File: config.mk
export PLATFORM = sky130hd
export DESIGN_NAME = sak_ram
export DESIGN_NICKNAME = d
export VERILOG_FILES = /design/src/hw/rtl/assert_macros.svh /design/src/hw/rtl/sak_ram.sv
export SDC_FILE = /design/constraint.sdc
export NUM_CORES = 1
export LEC_CHECK = 0
export BUFFER_PORTS_ARGS = -buffer_cell sky130_fd_sc_hd__buf_2
export CAP_MARGIN = 25
export CORE_MARGIN = 4
export CORE_UTILIZATION = 40
export CTS_BUF_LIST = sky130_fd_sc_hd__clkbuf_8
export DETAILED_ROUTE_END_ITERATION = 8
export GPL_ROUTABILITY_DRIVEN = 1
export GPL_TIMING_DRIVEN = 0
export SLEW_MARGIN = 10
export SYNTH_ARGS = -nofsm -noshare
export SYNTH_HDL_FRONTEND = slang
export SYNTH_SLANG_ARGS = --single-unit
File: constraint.sdc
create_clock -name i_clk -period 2.1 [get_ports i_clk]
set_input_delay 0.105 -clock i_clk [delete_from_list [all_inputs] [get_ports i_clk]]
set_output_delay 0.105 -clock i_clk [all_outputs]
set_load 0.03 [all_outputs]
File: src/hw/rtl/assert_macros.svh
// assertion macros used by the top-level rtl file
`ifndef ASSERT_MACROS_SVH
`define ASSERT_MACROS_SVH
`ifndef SYNTHESIS
`define SAK_ASSERT(lbl, clk, rst_n, prop) \
    lbl: assert property (@(posedge clk) disable iff (!rst_n) (prop)) \
        else $error("sak assertion failed");
`define SAK_ASSERT_NEXT(lbl, clk, rst_n, ante, cons) \
    lbl: assert property (@(posedge clk) disable iff (!rst_n) (ante) |=> (cons)) \
        else $error("sak next-cycle assertion failed");
`else
`define SAK_ASSERT(lbl, clk, rst_n, prop)
`define SAK_ASSERT_NEXT(lbl, clk, rst_n, ante, cons)
`endif
`endif

File: src/hw/rtl/sak_ram.sv
// generic single write, single read ram with registered read
module sak_ram #(
    parameter int unsigned WIDTH = 16,
    parameter int unsigned DEPTH = 64
) (
    input  logic                     i_clk,
    input  logic                     i_we,
    input  logic [$clog2(DEPTH)-1:0] i_waddr,
    input  logic [WIDTH-1:0]         i_wdata,
    input  logic [$clog2(DEPTH)-1:0] i_raddr,
    output logic [WIDTH-1:0]         o_rdata
);
    logic [WIDTH-1:0] r_mem [DEPTH];
    logic [WIDTH-1:0] r_rdata;

    always_ff @(posedge i_clk) begin
        if (i_we) begin
            r_mem[i_waddr] <= i_wdata;
        end
        r_rdata <= r_mem[i_raddr];
    end

    assign o_rdata = r_rdata;
endmodule

; ---- Word level (Yosys, flattened, before mapping)
; Memories as Yosys holds them, arrays and structs flattened. A register that Yosys moved wholly into a read port is not among the register bits.
; Index checks and enable logic that the tools add are counted.
[totals]
in_bits = 30
latch_bits = 0
mem_bits_ro = 0
mem_bits_rw = 1024
word_cells = 3
regBits = 0
mem_count = 1
[classes]
bitwise_logic = 0
order_cmp = 0
n_mul = 0
reduce_logical = 0
div_mod_pow = 0
add_sub_neg = 0
eq_ne = 0
mux = 2
shifts = 0
[memory_table]
columns = name, words, width, rd, rd_clocked_by_memory_dff, wr, line_no
row1 = r_mem, 64, 16, 1, 1, 1, sak_ram.sv:13  ; logic [WIDTH-1:0] r_mem [DEPTH];
[ops]
columns = op, n
row1 = 2-to-1 mux 1 bit, 2

; ---- Depth between registers and ports, before layout
[depth]
depth_word = 2
depth_mapped = 10

; ---- Least setup slack after synthesis
; Ideal clock, no wire load.
[synth_path]
path_kind = input-to-reg
from = input port i_waddr[3]
to = memory r_mem[48][0] (enable)
slack_ns = -0.040
t_arrival_ns = 1.731
n_path_buf = 1
t_required_ns = 1.691
cell_stages = 4
path_cell_list = clkbuf_1 > nor2b_1 > nand4b_1 > nor3_1
[synth_lines]
columns = element, line_no
row1 = start: declaration, sak_ram.sv:8  ; input logic [$clog2(DEPTH)-1:0] i_waddr,
row2 = end: declaration, sak_ram.sv:13
; No word-level cell before the write port.

==> summary.txt <==
Power
  • Sequential Power Share: between 50% and 60%
  • Clock Power Share: 38.0%
  • PD cells: around 880 nW/um^2
  • Psw: 9.46 mW
  • Leak Pwr: between 10 and 15 nW
  • Gate power share: 6.2%
  • Worst vdd ir: slightly below 0.4 mV
  • Net Sw Frac: 22.9%
  • Int Pwr: approximately 32 mW

Cells and area
  • Core Util, Final: 47.2%
  • Area grow syn2layout: 16.5%
  • Final Instance Count excl. Fillers: 3552
  • Final Net Count: between 2000 and 2500
  • Share of post-route cells with drive strength above 1: about 32%
  • Fin area: 46600 um^2

Floorplanning
  • Number of core rows: 115
  • Core footprint: 98900 um^2
  • Die width: 324 um
  • IO Pins: 46
  • Die span in y: 324 um
  • Die ar.: 105000 um^2
  • Initial Util: 40.5%

Flow run
  • Max-Cap Viols: 0

Setup path
  • Worst Path Max Fanout: 1
  • Required @ worst endpoint: 2.74 ns
  • CP top delay family: multiplexers
  • Reg2reg end: o_rdata[11]$_DFF_P_
  • Critical path launch point type: flip-flop
  • CP cell instances: mux4_2, mux2i_2, a22oi_1, a31oi_4, a311oi_1
  • Worst path max stage delay: 0.50 ns
  • Critical path buffers and inverters: 0
  • Worst setup path class: reg2reg
  • Critical Path Sink Type: flip-flop
  • Worst r2r src: r_mem[23][11]$_DFFE_PP_
  • Data arrival, critical path: 2.73 ns
  • R2R cell count: 5
  • Reg2reg setup slack: 0.01 ns
  • Slowest CP cell: mux4_2

Clock tree
  • CTS root buffer: clkbuf_8
  • CTS clk-pin slew, worst paths: about 0.060 ns
  • TritonCTS buffer count: 164
  • H-tree Lvls: 4
  • CTS tree: yes
  • Worst skew pair latency: 0.80 ns
  • CTS Buffer Depth: 3
  • CTS sink count: 1040
  • Post-CTS setup buffer count: 0

Min path
  • Worst hold path stage count: 3
  • Hold Startpoint: i_raddr[5]
  • Hold/Removal Path Class: in2reg
  • Hold EP: o_rdata[1]$_DFF_P_

Timing
  • Setup TNS: 0 ns
  • Final setup violating endpoints: 0
  • Max-slew headroom at the worst pin: about 31%
  • Fin crit share: 99.5%
  • Final hold violation count: 0
  • Fmax: 479 MHz
  • Layout Skew: 0.0301 ns
  • Final WS setup: 0.0104 ns
  • Fin crit period: 2.09 ns
  • RSZ-0062 raised after global routing: false
  • Max-slew violations: 0
  • Tightest Pin Transition: slightly above 1 ns

GRT
  • Largest net degree at the start of global routing: 65
  • GRT Total Usage: 19.6%
  • GRT Residual Overflow: 0
  • Vias in the first global route: about 21000
  • Initial antenna violation count: 6
  • Global-route wire length before repair: 148000 um

Route
  • Initial DRC count: 2322
  • Vias: about 20000
  • Total Wirelength: ~100000 um
  • Final routed DRC violation total: 0
  • Routed WL per cell: 29.2 um
  • Vias per cell: 5.67
  • Antenna viol nets, final: 0
  • TritonRoute pass-1 iters: 5

Placed design
  • DP Wirelength: approximately 71000 um
  • Pre-CTS WS: -0.959 ns
  • Placement Cell Area: 43300 um^2
  • IO buf count: 38
  • Gpl congestion: 0.854
  • Placed cell count: 3232

Outcome
  • Status: finished clean

Logic synthesis
  • Register area share after synthesis: a little under 80%
  • Flops & latches, synth: around 1000
  • Net count after synthesis: 1859
  • Synth unique cells: 43
  • Syn Area/Cell: 21.9 um^2
  • Post-Syn Instances: around 1800
  • Mapped Area: 40000 um^2
  • Synth warnings: 0
## stage by stage
step / hold WS (ns) / power (mW)
3_3_place_gp: 0.541 / 25.8
2_1_floorplan: 0.204 / 24.7
5_1_grt: 0.0732 / 42.7
4_1_cts: 0.0453 / 41.5
3_5_place_dp: 0.541 / 25.9
6_report: 0.115 / 41.2
## cells by family (layout without fill, tap and decap cells)
group           Yosys count  count (layout)  synth area share (%)
mux                     336             336                  15.5
simple gates            220             220                  2.65
buf+inv                 104             536                  1.83
other cells               0               4                     0
flops                  1040            1040                  77.6
compound gates          129             129                  2.41
## layer usage
layer,GRT usage (%),part of all wire (%),vias up
met4,6.20,2.6,6
met5,0,0.043,-
met3,4.55,8.1,153
met1,27.3,42,10800
met2,31.0,48,900
li1,-,-,8331
## Yosys cell counts (all sizes together)
cell type	count	share of area (%)
or3b	1	0.022
nand4	12	0.19
mux2	27	0.76
a31oi	8	0.12
nand3b	2	0.037
a221o	6	0.15
mux2i	85	2.1
nor2	74	0.71
and2	2	0.031
edfxtp	1024	77
a221oi	16	0.35
nor2b	30	0.47
nand2	60	0.58
and4	5	0.11
nand4b	1	0.022
a22oi	39	0.73
nor4	3	0.094
buf	77	1.6
nand2b	3	0.047
o21ai	8	0.10
a211oi	8	0.15
nor3	2	0.025
clkbuf	27	0.27
dfxtp	16	0.80
a22o	6	0.13
or3	1	0.016
a311oi	8	0.17
a21oi	17	0.21
nand3	24	0.30
mux4	224	13
a41oi	5	0.11
a211o	8	0.17
## state kept, by name, summed over array words and instances, names as in the netlist
register and count:
r_mem 1024, o_rdata 16
## power by group through the flow
stage	clock network (mW)	logic [mW]	registers, mW
2_1_floorplan	0	1.19	23.5
3_3_place_gp	0	2.33	23.5
3_5_place_dp	0	2.47	23.5
4_1_cts	16.0	2.54	23.0
5_1_grt	17.0	2.67	23.0
6_report	15.6	2.54	23.0
## worst reg2reg max path, cell delays in order (launching register included)
cell	delay, ns
edfxtp_1	0.37
mux4_2	0.50
mux2i_2	0.37
a22oi_1	0.20
a31oi_4	0.38
a311oi_1	0.10
## how the worst max path moves through the flow
stage	cells after the start	to	slack, ns	start
CTS	5	o_rdata[4]$_DFF_P_	0.009	r_mem[23][4]$_DFFE_PP_
finish	5	o_rdata[11]$_DFF_P_	0.01	r_mem[23][11]$_DFFE_PP_
global placement	3	r_mem[39][1]$_DFFE_PP_	-1.16	i_waddr[1]
global route	5	o_rdata[14]$_DFF_P_	0.02	r_mem[23][14]$_DFFE_PP_
floorplan	4	r_mem[39][0]$_DFFE_PP_	0.04	i_waddr[5]
detailed placement	7	o_rdata[15]$_DFF_P_	-0.96	i_raddr[2]
## final cells by class
cell class	instances	area, um^2
Tap cell	1287	1610
Antenna cell	4	10.0
Clock inverter	126	617
Multi-Input combinational cell	685	8580
Timing Repair Buffer	137	1680
Sequential cell	1040	31100
Clock buffer	170	2340
Buffer	103	732
Fill cell	8080	52200
## placed cells by master, fill, tap and decap left out, types with 23 or more instances in the layout
cell type / instances
a22oi_1: 39
buf_2: 70
buf_6: 30
buf_8: 49
clkbuf_1: 23
clkbuf_8: 170
clkinv_1: 44
edfxtp_1: 1024
inv_1: 53
mux2_2: 27
mux2i_1: 77
mux4_2: 220
nand2_1: 58
nand3_1: 24
nor2_2: 64
nor2b_1: 30
## timing repair
action                                 in CTS  in global routing
endpoints found under the hold margin     786                  0
setup endpoints to repair                   8                  8
resized for setup                          19                  8
hold buffers                               21                  0
pin swaps                                   0                  2
cloned                                      0                  0
No activity file was read; power rests on OpenSTA's default activity.
