`src/hw/rtl/assert_macros.svh`:
```
// assertion macros used by the top-level rtl file
`ifndef ASSERT_MACROS_SVH
`define ASSERT_MACROS_SVH
`ifndef SYNTHESIS
`define SAK_ASSERT(lbl, clk, rst_n, prop) \
    lbl: assert property (@(posedge clk) disable iff (!rst_n) (prop)) \
        else $error("sak assertion failed");
`define SAK_ASSERT_NEXT(lbl, clk, rst_n, ante, cons) \
    lbl: assert property (@(posedge clk) disable iff (!rst_n) (ante) |=> (cons)) \
        else $error("sak next-cycle assertion failed");
`else
`define SAK_ASSERT(lbl, clk, rst_n, prop)
`define SAK_ASSERT_NEXT(lbl, clk, rst_n, ante, cons)
`endif
`endif

```
`src/hw/rtl/sak_pkg.sv`:
```
// shared types, constants and sequence helpers of the reliability tracker
package sak_pkg;

    localparam int unsigned PENDING_DEPTH_DEF = 64;
    localparam int unsigned RECV_DEPTH_DEF    = 64;
    localparam int unsigned WINDOW_BACK_DEF   = 34;
    localparam int unsigned MAX_ACKS          = 33;
    localparam int unsigned ACKW              = $clog2(MAX_ACKS + 1);

    localparam logic [15:0] SEQ_MAX_RST = 16'hFFFF;
    localparam logic [15:0] TIMEOUT_RST = 16'd1000;

    // divide by ten: x * RTT_RECIP >> RTT_SHIFT is exact for x below 2^26
    localparam logic [24:0] RTT_RECIP = 25'd26843546;
    localparam int unsigned RTT_SHIFT = 28;
    localparam logic [24:0] RTT_ROUND = 25'd5;

    localparam logic [1:0] MODE_SEND = 2'd0;
    localparam logic [1:0] MODE_RECV = 2'd1;
    localparam logic [1:0] MODE_ACK  = 2'd2;
    localparam logic [1:0] MODE_TICK = 2'd3;

    localparam logic CFG_SEQ_MAX = 1'b0;
    localparam logic CFG_TIMEOUT = 1'b1;

    typedef struct packed {
        logic [1:0]  mode;
        logic [15:0] rx_sequence;
        logic [15:0] ack_sequence;
        logic [31:0] ack_field;
        logic [15:0] delta_ticks;
    } t_in_item;

    typedef struct packed {
        logic [15:0] local_seq;
        logic [15:0] remote_seq;
        logic [31:0] ack_bits_out;
        logic [15:0] acked_seq;
        logic        acked_valid;
        logic        last;
        logic [31:0] sent_count;
        logic [31:0] recv_count;
        logic [31:0] lost_count;
        logic [31:0] acked_count;
        logic [23:0] rtt_avg;
    } t_out_item;

    typedef struct packed {
        logic        start;
        logic [15:0] age;
    } t_rtt_req;

    typedef struct packed {
        logic        done;
        logic [23:0] rtt;
    } t_rtt_rsp;

    // a is more recent than b under wrapping
    function automatic logic newer(input logic [15:0] a, input logic [15:0] b,
                                   input logic [15:0] smax);
        logic [15:0] half;
        half = smax >> 1;
        return ((a > b) && ((a - b) <= half)) || ((b > a) && ((b - a) > half));
    endfunction

    // bit position of s in an ack field headed by ack, may be negative
    function automatic logic signed [17:0] bit_pos(input logic [15:0] s,
                                                   input logic [15:0] ack,
                                                   input logic [15:0] smax);
        logic signed [17:0] r;
        if (s > ack) begin
            r = $signed({2'b00, ack}) + $signed({2'b00, smax}) - $signed({2'b00, s});
        end else begin
            r = $signed({2'b00, ack}) - 18'sd1 - $signed({2'b00, s});
        end
        return r;
    endfunction

    function automatic logic pos_covered(input logic signed [17:0] p);
        return (p[17:5] == 13'd0);
    endfunction

endpackage

```
`src/hw/rtl/sak_rtt.sv`:
```
// rtt smoothing unit: rtt += round((age*256 - rtt) / 10)
module sak_rtt (
    input  logic              i_clk,
    input  logic              i_rst_n,
    input  sak_pkg::t_rtt_req i_req,
    input  logic [23:0]       i_rtt,
    output sak_pkg::t_rtt_rsp o_rsp
);
    logic               r_v1;
    logic               r_v2;
    logic               r_neg1;
    logic               r_neg2;
    logic [24:0]        r_mag;
    logic [49:0]        r_prod;
    logic signed [25:0] diff;
    logic [25:0]        mag;
    logic [21:0]        quot;

    always_comb begin
        diff = $signed({2'b00, i_req.age, 8'h00}) - $signed({2'b00, i_rtt});
        mag  = diff[25] ? 26'(-diff) : 26'(diff);
        quot = r_prod[sak_pkg::RTT_SHIFT +: 22];
    end

    always_ff @(posedge i_clk) begin
        if (!i_rst_n) begin
            r_v1 <= 1'b0;
            r_v2 <= 1'b0;
        end else begin
            r_v1 <= i_req.start;
            r_v2 <= r_v1;
        end
        r_mag  <= mag[24:0] + sak_pkg::RTT_ROUND;
        r_neg1 <= diff[25];
        r_prod <= 50'(r_mag) * 50'(sak_pkg::RTT_RECIP);
        r_neg2 <= r_neg1;
    end

    assign o_rsp.done = r_v2;
    assign o_rsp.rtt  = r_neg2 ? (i_rtt - 24'(quot)) : (i_rtt + 24'(quot));
endmodule

```
`config.mk`:
```
export PLATFORM = sky130hd
export DESIGN_NAME = sak_rtt
export DESIGN_NICKNAME = d
export VERILOG_FILES = /design/src/hw/rtl/assert_macros.svh /design/src/hw/rtl/sak_pkg.sv /design/src/hw/rtl/sak_rtt.sv
export SDC_FILE = /design/constraint.sdc
export NUM_CORES = 1
export LEC_CHECK = 0
export BUFFER_PORTS_ARGS = -buffer_cell sky130_fd_sc_hd__buf_2
export CORE_ASPECT_RATIO = 0.7
export CORE_UTILIZATION = 65
export CTS_CLUSTER_DIAMETER = 60
export CTS_CLUSTER_SIZE = 16
export DETAILED_ROUTE_END_ITERATION = 10
export PLACE_DENSITY = 0.83
export SYNTH_ARGS = -nofsm -noshare
export SYNTH_HDL_FRONTEND = slang
export SYNTH_SLANG_ARGS = --single-unit
```
`constraint.sdc`:
```
create_clock -name i_clk -period 11.87 [get_ports i_clk]
set_input_delay 1.187 -clock i_clk [delete_from_list [all_inputs] [get_ports i_clk]]
set_output_delay 1.187 -clock i_clk [all_outputs]
set_load 0.01 [all_outputs]
```
# Yosys cells after proc, flatten, opt, wreduce, memory -nomap -nowiden
# Index checks and enable logic that the tools add are counted.
# word_totals
inputBits	43
register_bits	78
out_inout_bits	25
word_cells	14
# op_classes
multipliers	1
mux	2
add_sub_neg	5
# ops
op	count
$mul 25x24->49 const B	1
$add 25x3->25 const B	1
$mux 25	1
$neg 25->25	1
$sub 24x24->25	1
$add 24x22->24	1
$mux 24	1
$sub 24x22->24	1

# Logic depth before layout (Yosys ltp)
# depth
word_depth	4
depth_mapped	26
depth_no_buf	26

# Worst setup path before layout
# OpenSTA, ideal clock, no wires.
# synth_timing
path_type	flip-flop to flip-flop
start	reg r_mag[2]
end	reg r_prod[44]
arrival_ns	6.437
synth_period_minus_slack_ns	6.560
setup_time_ns	0.123
path_slack_ns	5.310
path_buffers	0
required_time_ns	11.747
stages_incl_launch_ff	23
cell_sequence	dfxtp_1 > ha_1 > xor2_1 > ha_1 > or2_2 > fa_1 > fa_1 > fa_1 > fa_1 > inv_1 > fa_1 > inv_1 > ha_1 > and4_1 > a221oi_1 > nor2_1 > o31ai_1 > nand2_1 > o21ai_0 > o21ai_0 > o41ai_1 > o21bai_1 > xor2_1
# synth_between
elab_chain_len	1
# synth_lines
item	line	source
start: declaration	sak_rtt.sv:13	logic [24:0] r_mag;
start signal: assignment	sak_rtt.sv:33	r_mag <= mag[24:0] + sak_pkg::RTT_ROUND;
$mul 25x24->49	sak_rtt.sv:35	r_prod <= 50'(r_mag) * 50'(sak_pkg::RTT_RECIP);
end signal: assignment	sak_rtt.sv:35	
end: declaration	sak_rtt.sv:14	logic [49:0] r_prod;
# No other way between the ends.
# A chain may end at the register's enable or synchronous reset.

# Final worst setup path
# Same ends and word-level chain as after synthesis.

==> run_results.csv <==
group,metric,value,unit
run_status,status,"complete, no violations",
finish,diodes,0,
routing,routed_wl,38.5,mm
worst_setup_path,path_buf_inv,2,
clocking,clkLatencyLatePin,0.30,ns
clocking,clk_pin_slew_worst_paths,0.07,ns
synth,yosys_most_used_dff,"dfxtp_1",
sta,maxSlewViolCount,0,
grt,antenna_found_initial,0,
grt,first_global_vias,12200,
worst_setup_path,cp_max_fo,9,
synth,synth_largest_area_cell,"fa_1",
finish,syn_to_final_growth,4.99,%
worst_setup_path,r2r-start,"r_mag[2]",
place,place_ws,4.22,ns
place,gp_congestion,0.997,
routing,vias,12100,
finish,final-seq-area,1020,um^2
finish,fin_nets,2357,
clocking,hold_buffers,0,
worst_setup_path,cp_top_family,"adder cells",
clocking,cts_tree,"done",
run,max_cap_viol_count,0,
worst_setup_path,worstSetupStartpoint,"r_mag[2]",
routing,viasPerCell,5.79,
floorplanning,die-width,187,um
synth,avgSynthCellArea,9.03,um^2
clocking,htree_levels,2,
worst_setup_path,cp-endpoint,"r_prod[44]",
worst_setup_path,critPathKind,"register to register",
routing,wl_met1,18.0,mm
synth,ys_seq_area_share,6.54,%
sta,worstMarginPinSlew,0.969,ns
synth,synth_most_common_cell,"inv_1",
hold_path,hp-class,"register to register",
worst_setup_path,end_kind,"register",
floorplanning,dieArea,24700,um^2
synth,yosys_warnings,0,
routing,routed.top_layer,"met4",
synth,syn_area,15600,um^2
synth,synthTopCellsByCount,"inv_1 (434), ha_1 (309), fa_1 (229)",
worst_setup_path,rr_endpoint,"r_prod[44]",
clocking,root_buffer,"clkbuf_16",
finish,drive_above_1_share,6.08,%
synth,synth_edf_count,0,
floorplanning,start_util,66.2,%
worst_setup_path,ff2ff_path_depth,23,
routing,wl_per_cell,18.4,um
floorplanning,die-height,132,um
grt,grt_overflow,0,
routing,wl_met3,2.73,mm
synth,ys_async_sr_fraction,0,%
worst_setup_path,path_cells,"ha_1, xor2_1, ha_1, or2_2, fa_1, fa_1, fa_1, fa_1, inv_1, fa_1, inv_1, ha_1, a21oi_1, nand2_1, a221oi_1, nor2_1, o31ai_1, nand2_1, o21ai_0, o21ai_0, o41ai_1, o21bai_1, xor2_1",
routing,final_antenna_net_count,0,
sta,clock-skew-final,0.00693,ns
finish,nFillCells,1834,
sta,timing.hold.ws,0.332,ns
place,hpwl,33.6,mm
sta,fin_crit_sh,66.4,%
sta,fin_ws,3.99,ns
sta,relSlewSlack,35.2,%
sta,rsz0062_at_grt,"false",
routing,wl_met2,17.0,mm
clocking,clockBufferDepth,2,
routing,dr.first_iter.drc_count,834,
clocking,post_cts_resized,0,
finish,multiInputGateArea,12800,um^2
worst_setup_path,r2r_setup_slack,3.99,ns
routing,drc_errors,0,
synth,synthesis.nets,2310,
synth,ys_seq_elements,51,
routing,dr.pass1.iters,6,
synth,synthDistinctLibCells,83,
sta,period_minus_slack,7.88,ns
synth,synth_cells,1729,
synth,yosysTopAreaCellShare,29.4,%
grt,grt_pass1_wl,63.3,mm
place,portBuffers,67,
synth,yosys-top-cells-area,"fa_1 (29%), ha_1 (25%), inv_1 (10%), dfxtp_1 (6.5%), xnor2_1 (5.0%)",
worst_setup_path,crit_slowest_cell,"dfxtp_1",
worst_setup_path,required,12.06,ns
sta,hold_violations,0,
clocking,clock-sinks,51,
sta,setup_viol_count_final,0,
sta,fmaxAchievable,127,MHz
worst_setup_path,cp.depth,23,
floorplanning,rows,47,
floorplanning,ios,68,
worst_setup_path,worst_setup_path_start_kind,"register",
worst_setup_path,max_stage_delay,0.63,ns
clocking,numCtsBuffers,5,
clocking,cts_setup_buffers,0,
grt,grt_usage,32.6,%
grt,grt_max_degree,34,
sta,fin_setup_tns,0,ns
worst_setup_path,path_common_cell,"fa_1",
worst_setup_path,arrival,8.07,ns
floorplanning,core_area,23600,um^2
worst min-delay path by stage:
stage,slack (ns),to,from,depth (start not counted)
finish,0.33,r_neg2,r_neg1,0
global route,0.33,r_neg2,r_neg1,0
CTS,0.33,r_neg2,r_neg1,0
detailed placement,0.31,r_neg2,r_neg1,0
global placement,0.31,r_neg2,r_neg1,0
floorplan,0.31,r_neg2,r_neg1,0
registers in the layout (all words and copies together), names as in the netlist:
register  cells
r_neg1        1
r_mag        25
r_v2          1
r_prod       22
r_neg2        1
r_v1          1
cells in the final DEF, fill, tap and decap left out, types with 8 or more instances in the layout:
master / instances
nand2b_1: 11
o21a_1: 13
and2_1: 13
a21o_1: 20
a21oi_1: 61
a31oi_1: 10
nand2_1: 50
buf_2: 67
inv_1: 434
nor2b_1: 9
and3_1: 8
a211oi_1: 14
fa_1: 229
nand4_1: 15
dfxtp_1: 51
nand3_1: 21
o31ai_1: 13
nor2_1: 100
xnor2_1: 89
o21ai_0: 32
xor2_1: 32
nor3_1: 35
ha_1: 309
stage by stage:
| stage | instance area [um^2] | instances | utilization [%] |
|---|---|---|---|
| after floorplan | 15600 | 1729 | - |
| after global placement | 16200 | 2087 | 68.8 |
| after detailed placement | 16200 | 2087 | 68.8 |
| after CTS | 16400 | 2095 | 69.5 |
| after global routing | 16400 | 2095 | 69.5 |
| final | 16400 | 2095 | 69.5 |
area by class of cell:
class / instances / share of cell area [%]
inverter: 434 / 9.94
multi-input combinational: 1216 / 78.3
sequential: 51 / 6.23
clock buffer: 5 / 0.763
tap: 318 / 2.43
timing repair buffer: 68 / 2.09
clock inverter: 3 / 0.267
cells by family (layout without fill, tap and decap cells):
group           count (synthesis)  count (layout)  share of synthesized area, %
flops                          51              51                          6.54
mux                             2               2                         0.128
fa+ha+maj                     538             538                          54.1
simple gates                  317             317                          10.4
xor+xnor                      122             122                          6.96
buf+inv                       462             510                          11.3
compound gates                237             237                          10.6
per-layer routing:
layer / global-route usage, % / vias to the layer above
li1: - / 5692
met3: 4.59 / 51
met1: 48.6 / 5949
met2: 50.6 / 446
met4: 5.97 / 0
met5: 0 / -
Power is not shown: default switching activity piles up to over one toggle a cycle in this logic, so the estimate is an artifact.
